`config.mk`:
```
export PLATFORM = sky130hd
export DESIGN_NAME = wpt_div
export DESIGN_NICKNAME = d
export VERILOG_FILES = /design/src/sv/wpt_pkg.sv /design/src/sv/wpt_div.sv
export SDC_FILE = /design/constraint.sdc
export NUM_CORES = 1
export LEC_CHECK = 0
export BUFFER_PORTS_ARGS = -buffer_cell sky130_fd_sc_hd__clkbuf_2
export CAP_MARGIN = 15
export CORE_MARGIN = 10
export CORE_UTILIZATION = 55
export CTS_BUF_LIST = sky130_fd_sc_hd__clkbuf_16
export DETAILED_ROUTE_END_ITERATION = 10
export GPL_ROUTABILITY_DRIVEN = 0
export PLACE_DENSITY = 0.88
export SLEW_MARGIN = 20
export SYNTH_ARGS = -nofsm -noshare
export SYNTH_HDL_FRONTEND = slang
export SYNTH_SLANG_ARGS = --single-unit
```
`constraint.sdc`:
```
create_clock -name clk_i -period 6.4 [get_ports clk_i]
set_input_delay 0.64 -clock clk_i [delete_from_list [all_inputs] [get_ports clk_i]]
set_output_delay 0.64 -clock clk_i [all_outputs]
set_load 0.02 [all_outputs]
```
`src/sv/wpt_pkg.sv`:
```
// Shared constants, command codes and cell interface types for the
// window percentile tracker. No dependencies.
`default_nettype none
package wpt_pkg;

  localparam int WINDOW_DEPTH = 1024;
  localparam int AW           = $clog2(WINDOW_DEPTH);
  localparam int CW           = $clog2(WINDOW_DEPTH + 1);
  localparam int DW           = 32;
  localparam int LW           = 11;
  localparam int PCTW         = 7;
  localparam int SW           = DW + CW;
  localparam int PW           = PCTW + CW + 1;
  localparam int DefaultLimit = (1000 < WINDOW_DEPTH) ? 1000 : WINDOW_DEPTH;
  localparam int RankRound    = 99;
  localparam int Hundred      = 100;
  localparam int RecipMul     = 5243;
  localparam int RecipShift   = 19;
  localparam int RecW         = PW + 13;
  localparam int GroupSize    = 32;
  localparam int NumGroups    = (WINDOW_DEPTH + GroupSize - 1) / GroupSize;
  localparam int InW          = ((DW + PCTW + 7) / 8) * 8;
  localparam int OutW         = ((2 * DW + CW + 7) / 8) * 8;

  typedef enum logic [1:0] {
    CMD_RECORD = 2'd0,
    CMD_QUERY  = 2'd1,
    CMD_CLEAR  = 2'd2,
    CMD_NONE   = 2'd3
  } cmd_e;

  typedef enum logic [1:0] {
    OP_HOLD = 2'd0,
    OP_INS  = 2'd1,
    OP_DEL  = 2'd2,
    OP_CLR  = 2'd3
  } cell_op_e;

  typedef struct packed {
    cell_op_e          op;
    logic [DW-1:0]     key;
  } cell_cmd_t;

  typedef struct packed {
    logic              le;
    logic              lt;
    logic              valid;
    logic [DW-1:0]     val;
  } cell_out_t;

endpackage
`default_nettype wire

```
`src/sv/wpt_div.sv`:
```
// Bit-serial restoring divider for the window mean, one quotient bit a cycle.
// Depends on wpt_pkg.
`default_nettype none
module wpt_div (
  input  wire logic                   clk_i,
  input  wire logic                   rst_ni,
  input  wire logic                   start_i,
  input  wire logic [wpt_pkg::SW-1:0] dividend_i,
  input  wire logic [wpt_pkg::CW-1:0] divisor_i,
  output logic                        busy_o,
  output logic [wpt_pkg::DW-1:0]      quot_o
);
  import wpt_pkg::*;

  localparam int NW = $clog2(SW + 1);

  logic          busy_q;
  logic [NW-1:0] cnt_q;
  logic [SW-1:0] dvd_q, quo_q;
  logic [CW-1:0] div_q;
  logic [CW:0]   rem_q, rem_sh;
  logic          take;

  assign rem_sh = {rem_q[CW-1:0], dvd_q[SW-1]};
  assign take   = rem_sh >= {1'b0, div_q};

  always_ff @(posedge clk_i or negedge rst_ni) begin
    if (!rst_ni) begin
      busy_q <= 1'b0;
      cnt_q  <= '0;
    end else if (start_i) begin
      busy_q <= 1'b1;
      cnt_q  <= NW'(SW);
    end else if (busy_q) begin
      cnt_q  <= cnt_q - 1'b1;
      busy_q <= (cnt_q != NW'(1));
    end
  end

  always_ff @(posedge clk_i) begin
    if (start_i) begin
      dvd_q <= dividend_i;
      div_q <= divisor_i;
      rem_q <= '0;
      quo_q <= '0;
    end else if (busy_q) begin
      dvd_q <= {dvd_q[SW-2:0], 1'b0};
      rem_q <= take ? (rem_sh - {1'b0, div_q}) : rem_sh;
      quo_q <= {quo_q[SW-2:0], take};
    end
  end

  assign busy_o = busy_q;
  assign quot_o = quo_q[DW-1:0];

endmodule
`default_nettype wire

```
==> results.toml <==
[status]
status = "completed"

[synthesis]
yosys.cell_types.count = 51
ys_ff_latch = 104
seq_area_frac_synth_pct = 56.3
synthCells = 389
postSynthAreaPerCell_um2 = 12.1
synth_flop_cell = "edfxtp_1"
yosysWarnings = 0
netlist_area_um2 = 4720
synth_edf_count = 54
async_flop_share_pct = 6.73
synth_nets = 460

[setup_path]
rr_worst_depth = 9
path_delay_family = "compound AO/OA/AOI/OAI gates"
worstPathArrival_ns = 2.73
cp_num_buf_inv = 1
cp_cell_sequence = "inv_1 > ha_1 > fa_1 > nand2b_1 > o2bb2ai_2 > a21oi_2 > o2111a_2 > o21ai_0 > a311oi_1"
ff2ff_setup_slack_ns = 3.90
required_ns = 6.63
end_kind = "flip-flop"
crit_path_start_kind = "flip-flop"
crit_type = "reg -> reg"
crit_slowest_cell = "fa_1"
slowest_delay_ns = 0.41
worstPathMaxFanout = 10
cp.depth = 9

[clock_network]
h-tree-depth = 3
clk_latency_ns = 0.34
cts_setup_buffers = 0
cts_hold_buf = 0
tritoncts = "done"
cts_resized = 0
clkTransAtPathRegs_ns = 0.07
cts.sinks = 104
clk_path_buf_depth = 2
cts_made_buffers = 9
root_buffer = "clkbuf_16"

[timing]
skew_ns = 0.00800
rsz0062_at_grt = "no"
fmax_mhz = 400
setup_viol_count_final = 0
final_hold_viol_count = 0
final_max_slew_viol_count = 0
tightest_slew_ns = 0.957
period_minus_slack_ns = 2.50
slew_headroom_pct = 36.2
finalCritPeriodShare_pct = 39.1
setup_ws_ns = 3.90
finalSetupTns_ns = 0

[grt]
gr-usage-all-layers_pct = 14.7
grt_start_max_net_pins = 68
grt-ovfl-total = 0
grt_pass1_wl_um = 15800
antenna_found_initial = 0
first_global_vias = 3295

[place]
place_area_um2 = 5230
dpl.hpwl_um = 6590
io_buffers = 89
dp_slack_ns = 3.95

[finish]
multiInputGateArea_um2 = 1910
synthToLayoutAreaGrowth_pct = 16.6
drive_gt1_share_pct = 33.8
antenna-diode-count = 0
seq_area_um2 = 2660
stdcell_area_um2 = 5510
fillers = 632
num-nets-final = 542
post-route-util_pct = 66.4

[floorplan]
core_um2 = 8300
start_util_pct = 56.9
die_w_um = 113
rows = 33
die_h_um = 113
dieArea_um2 = 12700
pin_count = 90

[run]
cap_violations = 0

[min_path]
hold_class = "in -> async"

[drt]
viasPerCell = 5.50
postRouteAntennaNets = 0
dr.pass1.iters = 4
vias = 3195
drc = 0
wirelength_um = 9230
wl_per_cell_um = 15.9
first_iter_violations = 221

[power_and_ir_drop]
ir_worst_vdd_v = 0.000221
power_density_nw_per_um2 = 317
power.static_leakage_nw = 2.54
cells in the mapped netlist (all sizes together) (8+ instances only):
cell type   n  area, µm²
a311oi      8       70.1
ha         13        163
dfxtp      43        861
mux2       43        484
inv        17       63.8
mux2i      31        310
nor2       54        205
nand2      11       41.3
clkbuf     15       56.3
edfxtp     54       1620
a21oi       8       43.8
o21ai      13       65.1
worst paths after layout:
path	startpoint	end
hold reg to reg	rem_q[4]	rem_q[4]
min in group clk_i	divisor_i[4]	div_q[4]
setup reg to reg	dvd_q[42]	rem_q[3]
max in group asynchronous	rst_ni	busy_o
hold / removal	rst_ni	cnt_q[3]
setup / recovery	dvd_q[42]	rem_q[3]
cell families after synthesis:
| kind of cell | share of synthesized area, % |
|---|---|
| flops | 56.3 |
| compound gates | 8.53 |
| fa+ha+maj | 3.87 |
| buf+inv | 3.18 |
| simple gates | 9.27 |
| xor+xnor | 2.04 |
| mux | 16.8 |
power breakdown:
group | switching [W] | total, W | internal, W
Combinational | 0.000227 | 0.000416 | 0.000190
Clock | 0.000244 | 0.000513 | 0.000268
Sequential | 0.0000416 | 0.000815 | 0.000774
state kept, by name (all words and copies together) (netlist names):
name and count:
dvd_q 43, busy_o 1, rem_q 11, cnt_q 6, quo_q 32, div_q 11
placed cells by master (no fill, tap or decap), drive strengths merged, types with 11 or more instances in the layout:
master / count
clkbuf: 97
o21ai: 13
mux2: 43
mux2i: 31
edfxtp: 54
nand2: 11
ha: 13
inv: 22
dfxtp: 43
nor2: 54
area by class of cell:
| class | instances | share of cell area (%) |
|---|---|---|
| clock inverters | 7 | 0.931 |
| multi-input cells | 248 | 34.8 |
| inverters | 17 | 1.16 |
| well taps | 105 | 2.39 |
| clock buffers | 9 | 4.09 |
| repair buffers | 91 | 8.41 |
| flip-flops and latches | 104 | 48.3 |
metrics by stage:
step | hold WS, ns | total power, W | instances
final | 0.120 | 0.00174 | 581
after global routing | 0.113 | 0.00184 | 581
after CTS | 0.112 | 0.00175 | 581
after detailed placement | 0.479 | 0.00124 | 565
after global placement | 0.480 | 0.00122 | 565
after floorplan | 0.344 | 0.00114 | 389
routing by layer:
| layer | vias to the layer above | global-route usage, % | part of all wire [%] |
|---|---|---|---|
| li1 | 1563 | - | - |
| met1 | 1500 | 17.5 | 43 |
| met2 | 113 | 23.5 | 47 |
| met3 | 19 | 6.50 | 9.0 |
| met4 | 0 | 4.57 | 1.6 |
| met5 | - | 0 | 0 |
worst register-to-register path: cells and delay by family, from the launching register on:
kind	cells	cell delay, ns
buf+inv	1	0.05
fa+ha+maj	2	0.63
simple gates	1	0.19
flops	1	0.36
compound gates	5	1.17
Note: power is estimated with default switching activity, not from simulation.
